===== config.mk =====
export PLATFORM = sky130hd
export DESIGN_NAME = lsb_first_bit_packer_flat
export DESIGN_NICKNAME = d
export VERILOG_FILES = /design/src/rtl/core/lbp_pkg.sv /design/src/rtl/core/lbp_ifs.sv /design/src/rtl/core/lbp_front.sv /design/src/rtl/core/lbp_queue.sv /design/src/rtl/core/lbp_back.sv /design/src/rtl/core/lsb_first_bit_packer.sv /design/src/flat_wrapper.sv
export SDC_FILE = /design/constraint.sdc
export NUM_CORES = 1
export LEC_CHECK = 0
export ABC_AREA = 1
export BUFFER_PORTS_ARGS = -buffer_cell sky130_fd_sc_hd__buf_2
export CORE_MARGIN = 1
export CORE_UTILIZATION = 60
export DETAILED_ROUTE_END_ITERATION = 12
export PLACE_DENSITY = 0.8
export SLEW_MARGIN = 10
export SYNTH_ARGS = -nofsm -noshare
export SYNTH_HDL_FRONTEND = slang
export SYNTH_HIERARCHICAL = 1
export SYNTH_SLANG_ARGS = --single-unit

===== constraint.sdc =====
create_clock -name clk -period 10.63 [get_ports clk]
set_input_delay 2.126 -clock clk [delete_from_list [all_inputs] [get_ports clk]]
set_output_delay 2.126 -clock clk [all_outputs]
set_load 0.01 [all_outputs]

===== src/rtl/core/lbp_pkg.sv =====
// Package of shared constants and types for the LSB-first bit packer.
`timescale 1ns / 1ps
`default_nettype none

package lbp_pkg;

    // Fixed field widths of the two channels
    localparam int LBP_VALUE_W     = 64;
    localparam int LBP_BIT_LEN_W   = 7;
    localparam int LBP_BYTE_W      = 8;
    localparam int LBP_VALID_W     = 4;
    localparam int LBP_TOTAL_W     = 32;

    // Defaults for the top-level parameters
    localparam int LBP_MAX_FIELD_BITS = 64;
    localparam int LBP_COUNT_BITS     = 32;

    // Bits in one stream byte
    localparam int LBP_BYTE_BITS = 8;

    // Depth of the queue between front and back
    localparam int LBP_Q_DEPTH = 2;

    // Queue status as seen by its producer and consumer
    typedef struct packed {
        logic not_full;
        logic not_empty;
    } lbp_q_stat_t;

endpackage

`default_nettype wire


===== src/rtl/core/lbp_ifs.sv =====
// Valid/ready channel interfaces for input items and output bytes.
`timescale 1ns / 1ps
`default_nettype none

interface lbp_in_if;
    logic                               valid;
    logic                               ready;
    logic [lbp_pkg::LBP_VALUE_W-1:0]     value;
    logic [lbp_pkg::LBP_BIT_LEN_W-1:0]   bit_len;
    logic                               flush;

    modport source (output valid, output value, output bit_len, output flush, input ready);
    modport sink   (input valid, input value, input bit_len, input flush, output ready);
endinterface

interface lbp_out_if;
    logic                            valid;
    logic                            ready;
    logic [lbp_pkg::LBP_BYTE_W-1:0]  out_byte;
    logic [lbp_pkg::LBP_VALID_W-1:0] valid_bits;
    logic                            last_of_run;
    logic [lbp_pkg::LBP_TOTAL_W-1:0] total_bits;

    modport source (output valid, output out_byte, output valid_bits, output last_of_run,
                    output total_bits, input ready);
    modport sink   (input valid, input out_byte, input valid_bits, input last_of_run,
                    input total_bits, output ready);
endinterface

`default_nettype wire


===== src/rtl/core/lbp_front.sv =====
// Front stage: accepts input words, saturates the bit count and masks the value.
`timescale 1ns / 1ps
`default_nettype none

module lbp_front #(
    parameter int MAX_FIELD_BITS = lbp_pkg::LBP_MAX_FIELD_BITS,
    parameter int CW             = $clog2(MAX_FIELD_BITS + 1)
) (
    lbp_in_if.sink                   item,
    input  lbp_pkg::lbp_q_stat_t     q_stat,
    output logic                     q_push,
    output logic [MAX_FIELD_BITS-1:0] q_value,
    output logic [CW-1:0]            q_count,
    output logic                     q_flush
);
    import lbp_pkg::*;

    logic [CW-1:0]             count_sat;
    logic [MAX_FIELD_BITS-1:0] keep_mask;

    assign item.ready = q_stat.not_full;
    assign q_push     = item.valid && q_stat.not_full;

    always_comb
    begin
        if (item.bit_len > LBP_BIT_LEN_W'(MAX_FIELD_BITS))
        begin
            count_sat = CW'(MAX_FIELD_BITS);
        end
        else
        begin
            count_sat = CW'(item.bit_len);
        end
        for (int i = 0; i < MAX_FIELD_BITS; i++)
        begin
            keep_mask[i] = (CW'(i) < count_sat);
        end
    end

    assign q_value = item.value[MAX_FIELD_BITS-1:0] & keep_mask;
    assign q_count = count_sat;
    assign q_flush = item.flush;

endmodule

`default_nettype wire


===== src/rtl/core/lbp_queue.sv =====
// Short first-in first-out queue between the front and back stages.
`timescale 1ns / 1ps
`default_nettype none

module lbp_queue #(
    parameter int DATA_W = 72
) (
    input  logic                 clk,
    input  logic                 rst_n,
    input  logic                 push,
    input  logic [DATA_W-1:0]    wr_data,
    input  logic                 pop,
    output logic [DATA_W-1:0]    rd_data,
    output lbp_pkg::lbp_q_stat_t stat
);
    import lbp_pkg::*;

    localparam int PTR_W = $clog2(LBP_Q_DEPTH);
    localparam int FILL_W = $clog2(LBP_Q_DEPTH + 1);

    logic [DATA_W-1:0] slot_reg [LBP_Q_DEPTH];
    logic [PTR_W-1:0]  wr_ptr_reg, wr_ptr_next;
    logic [PTR_W-1:0]  rd_ptr_reg, rd_ptr_next;
    logic [FILL_W-1:0] fill_reg, fill_next;
    logic              do_push, do_pop;

    assign stat.not_full  = (fill_reg != FILL_W'(LBP_Q_DEPTH));
    assign stat.not_empty = (fill_reg != '0);
    assign do_push = push && stat.not_full;
    assign do_pop  = pop && stat.not_empty;
    assign rd_data = slot_reg[rd_ptr_reg];

    always_comb
    begin
        wr_ptr_next = wr_ptr_reg;
        rd_ptr_next = rd_ptr_reg;
        fill_next   = fill_reg;
        if (do_push)
        begin
            wr_ptr_next = (wr_ptr_reg == PTR_W'(LBP_Q_DEPTH - 1)) ? '0 : wr_ptr_reg + 1'b1;
        end
        if (do_pop)
        begin
            rd_ptr_next = (rd_ptr_reg == PTR_W'(LBP_Q_DEPTH - 1)) ? '0 : rd_ptr_reg + 1'b1;
        end
        if (do_push && !do_pop)
        begin
            fill_next = fill_reg + 1'b1;
        end
        else if (do_pop && !do_push)
        begin
            fill_next = fill_reg - 1'b1;
        end
    end

    always_ff @(posedge clk or negedge rst_n)
    begin
        if (!rst_n)
        begin
            wr_ptr_reg <= '0;
            rd_ptr_reg <= '0;
            fill_reg   <= '0;
        end
        else
        begin
            wr_ptr_reg <= wr_ptr_next;
            rd_ptr_reg <= rd_ptr_next;
            fill_reg   <= fill_next;
        end
    end

    always_ff @(posedge clk)
    begin
        if (do_push)
        begin
            slot_reg[wr_ptr_reg] <= wr_data;
        end
    end

endmodule

`default_nettype wire


===== src/rtl/core/lbp_back.sv =====
// Back stage: merges items into the accumulator, emits one byte per cycle unless stalled.
`timescale 1ns / 1ps
`default_nettype none

module lbp_back #(
    parameter int MAX_FIELD_BITS = lbp_pkg::LBP_MAX_FIELD_BITS,
    parameter int COUNT_BITS     = lbp_pkg::LBP_COUNT_BITS,
    parameter int CW             = $clog2(MAX_FIELD_BITS + 1)
) (
    input  logic                      clk,
    input  logic                      rst_n,
    input  lbp_pkg::lbp_q_stat_t      q_stat,
    output logic                      q_pop,
    input  logic [MAX_FIELD_BITS-1:0] q_value,
    input  logic [CW-1:0]             q_count,
    input  logic                      q_flush,
    lbp_out_if.source                 stream
);
    import lbp_pkg::*;

    localparam int ACC_W = MAX_FIELD_BITS + LBP_BYTE_BITS - 1;
    localparam int ACC_CW = $clog2(ACC_W + 1);

    // Accumulator: bit 0 is the oldest unsent bit. When idle it holds the partial byte.
    logic [ACC_W-1:0]      acc_reg, acc_next, rem_acc;
    logic [ACC_CW-1:0]     cnt_reg, cnt_next, rem_cnt, after_full;
    logic [COUNT_BITS-1:0] pos_reg, pos_next, rem_pos;
    logic                  busy_reg, busy_next;
    logic                  flush_reg, flush_next;

    logic [LBP_BYTE_W-1:0]  byte_reg;
    logic [LBP_VALID_W-1:0] vbits_reg;
    logic                   last_reg;
    logic [LBP_TOTAL_W-1:0] total_reg;
    logic                   out_valid_reg, out_valid_next;

    logic        full_byte, part_byte, need, out_free, fire, last_full, free;
    logic [63:0] pos_wide;

    always_comb
    begin
        full_byte = busy_reg && (cnt_reg >= ACC_CW'(LBP_BYTE_BITS));
        part_byte = busy_reg && !full_byte && flush_reg && (cnt_reg != '0);
        need      = full_byte || part_byte;
        out_free  = !out_valid_reg || stream.ready;
        fire      = need && out_free;

        after_full = cnt_reg - ACC_CW'(LBP_BYTE_BITS);
        last_full  = (after_full < ACC_CW'(LBP_BYTE_BITS)) && !(flush_reg && (after_full != '0));

        rem_acc = acc_reg;
        rem_cnt = cnt_reg;
        rem_pos = pos_reg;
        if (fire && full_byte)
        begin
            rem_acc = acc_reg >> LBP_BYTE_BITS;
            rem_cnt = after_full;
            rem_pos = pos_reg + COUNT_BITS'(LBP_BYTE_BITS);
        end
        else if (fire && part_byte)
        begin
            rem_acc = '0;
            rem_cnt = '0;
            rem_pos = pos_reg + COUNT_BITS'(cnt_reg);
        end

        // The current item is finished once nothing is left to send for it.
        free  = !busy_reg || (need ? (fire && (part_byte || last_full)) : 1'b1);
        q_pop = free && q_stat.not_empty;

        if (q_pop)
        begin
            acc_next   = rem_acc | (ACC_W'(q_value) << rem_cnt[2:0]);
            cnt_next   = rem_cnt + ACC_CW'(q_count);
            flush_next = q_flush;
            busy_next  = 1'b1;
        end
        else
        begin
            acc_next   = rem_acc;
            cnt_next   = rem_cnt;
            flush_next = flush_reg;
            busy_next  = busy_reg && !free;
        end
        pos_next = rem_pos;

        if (fire)
        begin
            out_valid_next = 1'b1;
        end
        else if (stream.ready)
        begin
            out_valid_next = 1'b0;
        end
        else
        begin
            out_valid_next = out_valid_reg;
        end

        pos_wide = 64'(rem_pos);
    end

    always_ff @(posedge clk or negedge rst_n)
    begin
        if (!rst_n)
        begin
            acc_reg       <= '0;
            cnt_reg       <= '0;
            pos_reg       <= '0;
            busy_reg      <= 1'b0;
            flush_reg     <= 1'b0;
            out_valid_reg <= 1'b0;
        end
        else
        begin
            acc_reg       <= acc_next;
            cnt_reg       <= cnt_next;
            pos_reg       <= pos_next;
            busy_reg      <= busy_next;
            flush_reg     <= flush_next;
            out_valid_reg <= out_valid_next;
        end
    end

    always_ff @(posedge clk)
    begin
        if (fire)
        begin
            byte_reg  <= acc_reg[LBP_BYTE_W-1:0];
            vbits_reg <= full_byte ? LBP_VALID_W'(LBP_BYTE_BITS) : LBP_VALID_W'(cnt_reg);
            last_reg  <= full_byte ? last_full : 1'b1;
            total_reg <= pos_wide[LBP_TOTAL_W-1:0];
        end
    end

    assign stream.valid       = out_valid_reg;
    assign stream.out_byte    = byte_reg;
    assign stream.valid_bits  = vbits_reg;
    assign stream.last_of_run = last_reg;
    assign stream.total_bits  = total_reg;

endmodule

`default_nettype wire


===== src/rtl/core/lsb_first_bit_packer.sv =====
// Top level of the LSB-first variable-length bit packer.
//
//   Channel  Dir  Handshake     Word carried
//   -------  ---  ------------  --------------------------------------------------
//   item     in   valid/ready   value[63:0], bit_len[6:0], flush
//   stream   out  valid/ready   out_byte[7:0], valid_bits[3:0], last_of_run,
//                               total_bits[31:0]
//
// The packing stage sends one byte per cycle while its output register is free, and an
// item holds it until its last full byte, or its flushed partial byte, has been sent.
// The next item is merged into the accumulator in the same cycle that the last byte of
// the previous one is sent. Reset clears the pending bits, the running bit count and
// the queue at once; there is no clearing pass. A two-word queue decouples the input
// from the packing stage. The output register holds a byte steady until it is taken;
// a new byte is formed only in a cycle in which that register is empty or being
// emptied, so the packing stage stalls for as long as the receiver does.
`timescale 1ns / 1ps
`default_nettype none

module lsb_first_bit_packer #(
    parameter int MAX_FIELD_BITS = lbp_pkg::LBP_MAX_FIELD_BITS,
    parameter int COUNT_BITS     = lbp_pkg::LBP_COUNT_BITS
) (
    input  logic       clk,
    input  logic       rst_n,
    lbp_in_if.sink     item,
    lbp_out_if.source  stream
);
    import lbp_pkg::*;

    // Width of a saturated bit count, and of one queue entry {flush, count, value}.
    localparam int CW     = $clog2(MAX_FIELD_BITS + 1);
    localparam int DATA_W = MAX_FIELD_BITS + CW + 1;

    lbp_q_stat_t               q_stat;
    logic                      q_push, q_pop;
    logic [MAX_FIELD_BITS-1:0] f_value, b_value;
    logic [CW-1:0]             f_count, b_count;
    logic                      f_flush, b_flush;
    logic [DATA_W-1:0]         q_rd_data;

    // The front saturates the count and clears value bits beyond it, so the back
    // can merge the word with a plain shift and OR.
    lbp_front #(
        .MAX_FIELD_BITS (MAX_FIELD_BITS),
        .CW             (CW)
    ) u_front (
        .item    (item),
        .q_stat  (q_stat),
        .q_push  (q_push),
        .q_value (f_value),
        .q_count (f_count),
        .q_flush (f_flush)
    );

    lbp_queue #(
        .DATA_W (DATA_W)
    ) u_queue (
        .clk     (clk),
        .rst_n   (rst_n),
        .push    (q_push),
        .wr_data ({f_flush, f_count, f_value}),
        .pop     (q_pop),
        .rd_data (q_rd_data),
        .stat    (q_stat)
    );

    assign b_value = q_rd_data[MAX_FIELD_BITS-1:0];
    assign b_count = q_rd_data[MAX_FIELD_BITS +: CW];
    assign b_flush = q_rd_data[DATA_W-1];

    // The back keeps the stream position of its oldest unsent bit, so each byte's
    // running total is a single add.
    lbp_back #(
        .MAX_FIELD_BITS (MAX_FIELD_BITS),
        .COUNT_BITS     (COUNT_BITS),
        .CW             (CW)
    ) u_back (
        .clk     (clk),
        .rst_n   (rst_n),
        .q_stat  (q_stat),
        .q_pop   (q_pop),
        .q_value (b_value),
        .q_count (b_count),
        .q_flush (b_flush),
        .stream  (stream)
    );

endmodule

`default_nettype wire


===== src/flat_wrapper.sv =====
// flat-port wrapper written by rule: the top's interface ports become plain ports
module lsb_first_bit_packer_flat import lbp_pkg::*;
#(
    parameter int MAX_FIELD_BITS = lbp_pkg::LBP_MAX_FIELD_BITS,
    parameter int COUNT_BITS     = lbp_pkg::LBP_COUNT_BITS
)
  (clk, rst_n, item_valid, item_value, item_bit_len, item_flush, item_ready, stream_valid, stream_out_byte, stream_valid_bits, stream_last_of_run, stream_total_bits, stream_ready);
  lbp_in_if item_i ();
  lbp_out_if stream_i ();
  input  logic clk;
  input  logic rst_n;
  input wire logic [$bits(item_i.valid)-1:0] item_valid;
  input wire logic [$bits(item_i.value)-1:0] item_value;
  input wire logic [$bits(item_i.bit_len)-1:0] item_bit_len;
  input wire logic [$bits(item_i.flush)-1:0] item_flush;
  output wire logic [$bits(item_i.ready)-1:0] item_ready;
  output wire logic [$bits(stream_i.valid)-1:0] stream_valid;
  output wire logic [$bits(stream_i.out_byte)-1:0] stream_out_byte;
  output wire logic [$bits(stream_i.valid_bits)-1:0] stream_valid_bits;
  output wire logic [$bits(stream_i.last_of_run)-1:0] stream_last_of_run;
  output wire logic [$bits(stream_i.total_bits)-1:0] stream_total_bits;
  input wire logic [$bits(stream_i.ready)-1:0] stream_ready;
  assign item_i.valid = item_valid;
  assign item_i.value = item_value;
  assign item_i.bit_len = item_bit_len;
  assign item_i.flush = item_flush;
  assign item_ready = item_i.ready;
  assign stream_valid = stream_i.valid;
  assign stream_out_byte = stream_i.out_byte;
  assign stream_valid_bits = stream_i.valid_bits;
  assign stream_last_of_run = stream_i.last_of_run;
  assign stream_total_bits = stream_i.total_bits;
  assign stream_i.ready = stream_ready;
  lsb_first_bit_packer #(.MAX_FIELD_BITS(MAX_FIELD_BITS), .COUNT_BITS(COUNT_BITS)) u_core (.clk(clk), .rst_n(rst_n), .item(item_i), .stream(stream_i));
endmodule

==> flow_summary.json, run 1 <==
{
  "die_h_um": 169,
  "power.density_mw_per_mm2": 273,
  "cts_buffer_depth": 3,
  "yosysMostFrequentCell": "nand2_1",
  "setup_tns_ps": 0,
  "postCtsSetupRepairBufs": 0,
  "postCtsResizedCells": 0,
  "drcViolationCount": 0,
  "antenna_found_initial": 0,
  "clk_latency_ps": 560,
  "max-cap-violations": 0,
  "synth_xor_xnor_area_share_pct": 1.62,
  "synthAdderAreaFrac_pct": 1.66,
  "rr_startpoint": "u_core/u_back/cnt_reg[0]$_DFF_PN0_",
  "cts_buffers": 31,
  "seqPwrFrac_pct": 36.3,
  "cp.arrival_ps": 5650,
  "tightestPinTransition_ps": 1080,
  "io_buffers": 122,
  "synth-simple-area-share_pct": 32.7,
  "die_area_sq_mm": 0.0285,
  "r2r_slack_ps": 6210,
  "gp_congestion": 0.927,
  "synth.distinct_cells": 43,
  "initial_core_util_pct": 61.7,
  "ys_warn_count": 6,
  "ir_drop_v": 0.000186,
  "hpwl_um": 27200,
  "synth_top_family_by_area": "simple AND/OR/NAND/NOR gates",
  "tritoncts": "done",
  "holdPathStages": 0,
  "drt_iter0_drc": 1432,
  "synth_seq_area_share_pct": 51.5,
  "p_comb_share_pct": 40.6,
  "netSwitchingFraction_pct": 40.6,
  "coreArea_sq_mm": 0.0271,
  "hold_end": "u_core/u_back/stream.out_byte[2]$_DFFE_PN_",
  "layout.cells.non_filler": 2554,
  "dp_cells": 2496,
  "overflow": 0,
  "via_per_inst": 5.51,
  "fmax_ghz": 0.194,
  "post-route-util_pct": 68.1,
  "holdWs_ps": 445,
  "drtAntennaViolNets": 0,
  "rr_worst_depth": 15,
  "netlist.area_leader.share_pct": 34.0,
  "period_needed_ps": 5150,
  "hp-class": "reg -> reg",
  "cts-root-buf": "clkbuf_16",
  "drt_first_pass_iters": 5,
  "cts.clk_slew.worst_paths_ps": 60,
  "worstPathMaxFanout": 100,
  "finalHoldViolations": 0,
  "r2r-end": "u_core/u_back/acc_reg[21]$_DFF_PN0_",
  "rows": 60,
  "diodes": 0,
  "startpoint_type": "primary input",
  "grtUsageTotal_pct": 28.5,
  "p_switching_mw": 2.05,
  "fin_ws_ps": 5480,
  "synth.mux.area_fraction_pct": 0,
  "area_delta_synth_final_pct": 10.5,
  "final_cell_area_sq_mm": 0.0185,
  "preCtsSetupSlack_ps": 5010,
  "crit_type": "in -> reg",
  "wl_um": 40100,
  "finalSetupViolCount": 0,
  "yosys-top-cells-count": "823 x nand2_1, 318 x nand3_1, 189 x edfxtp_1",
  "die_x_um": 169,
  "io_pins": 123,
  "ctsHoldBuffers": 0,
  "ys_top_cells_by_area": "edfxtp_1 34%, nand2_1 18%, dfrtp_1 18%",
  "finalCritPeriodShare_pct": 48.5,
  "synth_compound_area_share_pct": 4.50,
  "relSlewSlack_pct": 27.7,
  "nFillCells": 2221,
  "end_kind": "flop",
  "worstPathRequired_ps": 11120,
  "yosysTopAreaCell": "edfxtp_1",
  "total_power_mw": 5.05,
  "largest_reg_flops": 144,
  "grt_pass1_vias": 13100,
  "clock_sinks": 306,
  "finClkSkew_ps": 8.73,
  "p_clk_share_pct": 23.1,
  "slew_violations": 0,
  "synth-main-ff-cell": "edfxtp_1",
  "synth-seq-cells": 306,
  "placed_cell_area_sq_mm": 0.0173,
  "rsz0062_at_grt": "no",
  "p_int_mw": 2.99,
  "synth_edf_count": 189,
  "synthArstFlopShare_pct": 38.2,
  "syn_area_sq_mm": 0.0167,
  "grt_pass1_wl_um": 65100,
  "wl_per_cell_um": 15.7,
  "total_leakage_power_nw": 8.75,
  "syn_nets": 2185,
  "final_nets": 2255,
  "min-delay-start": "u_core/u_back/acc_reg[2]$_DFF_PN0_",
  "vias": 14100,
  "grt_max_degree": 131,
  "outcome": "complete, no violations",
  "h-tree-depth": 1,
  "syn_avg_cell_area_sq_um": 8.00,
  "post_route_cells_drive_above_1_share_pct": 11.6,
  "synth_cells": 2088
}
[how the worst max path moves through the flow]
stage / from / endpoint / slack [ps] / cells past startpoint
final: stream_ready / u_core/u_back/acc_reg[21]$_DFF_PN0_ / 5480 / 13
after global routing: stream_ready / u_core/u_back/acc_reg[17]$_DFF_PN0_ / 5140 / 13
after CTS: stream_ready / u_core/u_back/cnt_reg[6]$_DFF_PN0_ / 5530 / 15
after detailed placement: stream_ready / u_core/u_back/cnt_reg[6]$_DFF_PN0_ / 5010 / 15
after global placement: stream_ready / u_core/u_back/acc_reg[29]$_DFF_PN0_ / 5050 / 13
after floorplan: item_valid / u_core/u_queue/slot_reg[0][0]$_DFFE_PP_ / 4820 / 4
[metal layers]
metal / track usage, % / up-vias / share of wire (%) / wire, um
li1: - / 6903 / - / -
met1: 41.2 / 6448 / 43 / 17400
met2: 45.0 / 630 / 46 / 18400
met3: 3.53 / 79 / 7.8 / 3140
met4: 9.29 / 0 / 2.9 / 1150
met5: 0 / - / 0 / 0
[power by group through the flow]
stage | clock (mW) | combinational (mW) | sequential, mW
after floorplan | 0 | 1.52 | 1.84
after global placement | 0 | 1.96 | 1.84
after detailed placement | 0 | 2.00 | 1.85
after CTS | 1.18 | 2.02 | 1.83
after global routing | 1.22 | 2.31 | 1.86
final | 1.16 | 2.05 | 1.83
[kinds of logic after synthesis]
logic type | Yosys count
adders and majority gates | 21
xor gates and xnor gates | 31
buffers and inverters | 301
DFF | 306
and+or+nand+nor | 1286
AOI/OAI and AO/OA | 143
[cell usage in the layout (no fill, tap or decap), types with 3 or more instances in the layout]
cell / count
bufinv_16: 7
nor2_4: 13
clkinv_2: 10
xnor2_1: 15
clkbuf_1: 3
edfxtp_1: 189
ha_1: 19
buf_4: 15
clkinvlp_4: 3
nand3_2: 3
buf_2: 121
inv_1: 188
nor4_1: 3
nor3_1: 4
nand2_4: 3
dfrtp_1: 115
clkbuf_16: 31
nand2_2: 13
nor2_1: 80
a21oi_1: 42
nand2_1: 820
o21ai_0: 86
nand3_1: 318
nor2_2: 10
xor2_1: 16
a21boi_1: 4
nand4_1: 13
inv_2: 11
[critical path, cell delays in order]
cell and delay [ps]:
buf_2 100, nor2_2 270, nor2_2 110, nand2_4 410
buf_4 870, nand2_2 80, buf_4 370, inv_2 140
buf_4 560, nand3_1 150, nand2_1 170, nand2_1 70
nand3_1 110
[area by class of cell]
class	instances	area, sq um	share of cell area, %
clock buffers	34	787	4.26
clock inverters	23	313	1.69
repair buffers	137	738	4.00
flip-flops and latches	306	8610	46.6
inverters	201	756	4.09
multi-input cells	1481	6800	36.8
well taps	372	465	2.52
Power figures use the tool's default switching activity.
==> inputs of run 2 (changes only) <==
clock period = 5.2 ns   (was 10.63 ns; I/O delays follow)
==> run 2 against run 1 <==
Global-route usage is 0.059 points higher. Power is 100% higher. Clock power is 97% higher. Clock skew is 6.2 ps higher. Largest cell class unchanged. Sequential power is 100% higher.
==> flow_summary.json, run 2 (same netlist as run 1, synthesis figures left out) <==
{
  "fmax_ghz": 0.302,
  "tritoncts": "done",
  "vias": 14000,
  "hp-class": "reg -> reg",
  "max_stage_delay_ps": 530,
  "critPathTopFamily": "buffers and inverters",
  "final_cell_area_sq_mm": 0.0184,
  "wl_per_cell_um": 15.4,
  "period_needed_ps": 3310,
  "gp_congestion": 0.946,
  "postCtsSetupRepairBufs": 0,
  "grt_max_degree": 100,
  "tightestPinTransition_ps": 971,
  "setup_tns_ps": 0,
  "wl_um": 39500,
  "holdPathStages": 0,
  "max-cap-violations": 0,
  "placed_cell_area_sq_mm": 0.0174,
  "grtUsageTotal_pct": 28.6,
  "cts.clk_slew.worst_paths_ps": 60,
  "rows": 60,
  "finalSetupViolCount": 0,
  "nFillCells": 2241,
  "largest_reg_flops": 144,
  "layout_common_cells": "820 x nand2_1, 318 x nand3_1, 189 x edfxtp_1",
  "die_area_sq_mm": 0.0285,
  "worstPathMaxFanout": 66,
  "mostFrequentLayoutCell": "nand2_1",
  "startpoint_type": "flop",
  "coreArea_sq_mm": 0.0271,
  "hpwl_um": 27100,
  "cts_buffer_depth": 3,
  "ir_drop_v": 0.000410,
  "overflow": 0,
  "crit_top_cell": "nand2_1",
  "diodes": 0,
  "post_route_cells_drive_above_1_share_pct": 11.1,
  "initial_core_util_pct": 61.7,
  "clock_sinks": 306,
  "total_leakage_power_nw": 8.72,
  "crit_type": "reg -> reg",
  "io_buffers": 122,
  "via_per_inst": 5.47,
  "drt_iter0_drc": 1562,
  "antenna_found_initial": 0,
  "grt_pass1_vias": 13100,
  "finClkSkew_ps": 14.9,
  "drt_first_pass_iters": 6,
  "drtAntennaViolNets": 0,
  "grt_pass1_wl_um": 65400,
  "die_x_um": 169,
  "post-route-util_pct": 67.9,
  "ctsHoldBuffers": 0,
  "worstPathRequired_ps": 5460,
  "power.density_mw_per_mm2": 554,
  "finalHoldViolations": 0,
  "clk_latency_ps": 520,
  "finalCritPeriodShare_pct": 63.7,
  "relSlewSlack_pct": 35.3,
  "outcome": "complete, no violations",
  "io_pins": 123,
  "rr_worst_depth": 16,
  "end_kind": "flop",
  "postCtsResizedCells": 0,
  "h-tree-depth": 2,
  "die_h_um": 169,
  "cp.depth": 16,
  "cts-root-buf": "clkbuf_16",
  "drcViolationCount": 0,
  "cp_cell_sequence": "buf_4 > ha_1 > inv_1 > fa_1 > inv_1 > nand3_1 > nand2_1 > nand2_1 > nand2_1 > nand2_1 > o21ai_0 > nand2_1 > inv_1 > nand2_1 > nand2_1 > nand2_1",
  "rsz0062_at_grt": "no",
  "crit_slowest_cell": "buf_4",
  "cp.arrival_ps": 3580,
  "slew_violations": 0,
  "cts_buffers": 34,
  "area_delta_synth_final_pct": 10.2,
  "final_nets": 2259,
  "path_buf_inv": 4,
  "total_power_mw": 10.2
}
==> run 2: changes by cell type in the layout (fill, tap and decap cells not counted), moves of 4 or more <==
cell and delta:
clkinv_2 -7, clkbuf_16 +4, clkbuf_1 +5, bufinv_16 -5, clkinv_1 +6
==> run 2: routing by layer <==
metal | vias up | track usage, % | share of wire, %
met3 | 72 | 4.19 | 7.7
met2 | 599 | 45.0 | 46
met5 | - | 0 | 0
met1 | 6410 | 41.5 | 44
met4 | 0 | 7.98 | 2.1
li1 | 6889 | - | -
==> run 2: power by group <==
part | internal, mW | leakage [nW] | switching [mW]
Sequential | 3.41 | 3.16 | 0.335
Combinational | 1.26 | 5.06 | 2.90
Clock | 1.35 | 0.505 | 0.923
==> run 2: through the flow <==
stage | setup slack (ps) | std cells | hold WS (ps)
floorplan | 473 | 2088 | 425
finish | 1890 | 2555 | 444
global route | 1580 | 2555 | 450
global placement | 1690 | 2498 | 433
CTS | 1950 | 2555 | 446
detailed placement | 1600 | 2498 | 433
==> run 2: cell type report <==
class                           instances  area [sq um]  area share, %
Sequential cell                       306          8610           46.8
Multi-Input combinational cell       1481          6800           37.0
Clock buffer                           45           933           5.07
Inverter                              201           756           4.11
Timing Repair Buffer                  138           733           3.98
Tap cell                              372           465           2.53
Clock inverter                         12           109          0.591
==> run 2: worst paths after layout <==
check / start / endpoint / slack (ps)
setup / recovery: u_core/u_back/cnt_reg[0]$_DFF_PN0_ / u_core/u_back/stream.total_bits[26]$_DFFE_PN_ / 1890
setup reg to reg: u_core/u_back/cnt_reg[0]$_DFF_PN0_ / u_core/u_back/stream.total_bits[26]$_DFFE_PN_ / 1890
max in group asynchronous: rst_n / u_core/u_back/acc_reg[68]$_DFF_PN0_ / 3360
hold reg to reg: u_core/u_back/acc_reg[0]$_DFF_PN0_ / u_core/u_back/stream.out_byte[0]$_DFFE_PN_ / 440
hold / removal: u_core/u_back/acc_reg[0]$_DFF_PN0_ / u_core/u_back/stream.out_byte[0]$_DFFE_PN_ / 440
min in group asynchronous: rst_n / u_core/u_back/pos_reg[12]$_DFF_PN0_ / 680
==> run 2: worst register-to-register path: stages (launching register included) <==
cell and delay [ps]:
dfrtp_2 360, buf_4 530, ha_1 370, inv_1 80, fa_1 400, inv_1 70
nand3_1 60, nand2_1 130, nand2_1 60, nand2_1 70, nand2_1 50, o21ai_0 410
nand2_1 160, inv_1 140, nand2_1 60, nand2_1 60, nand2_1 50
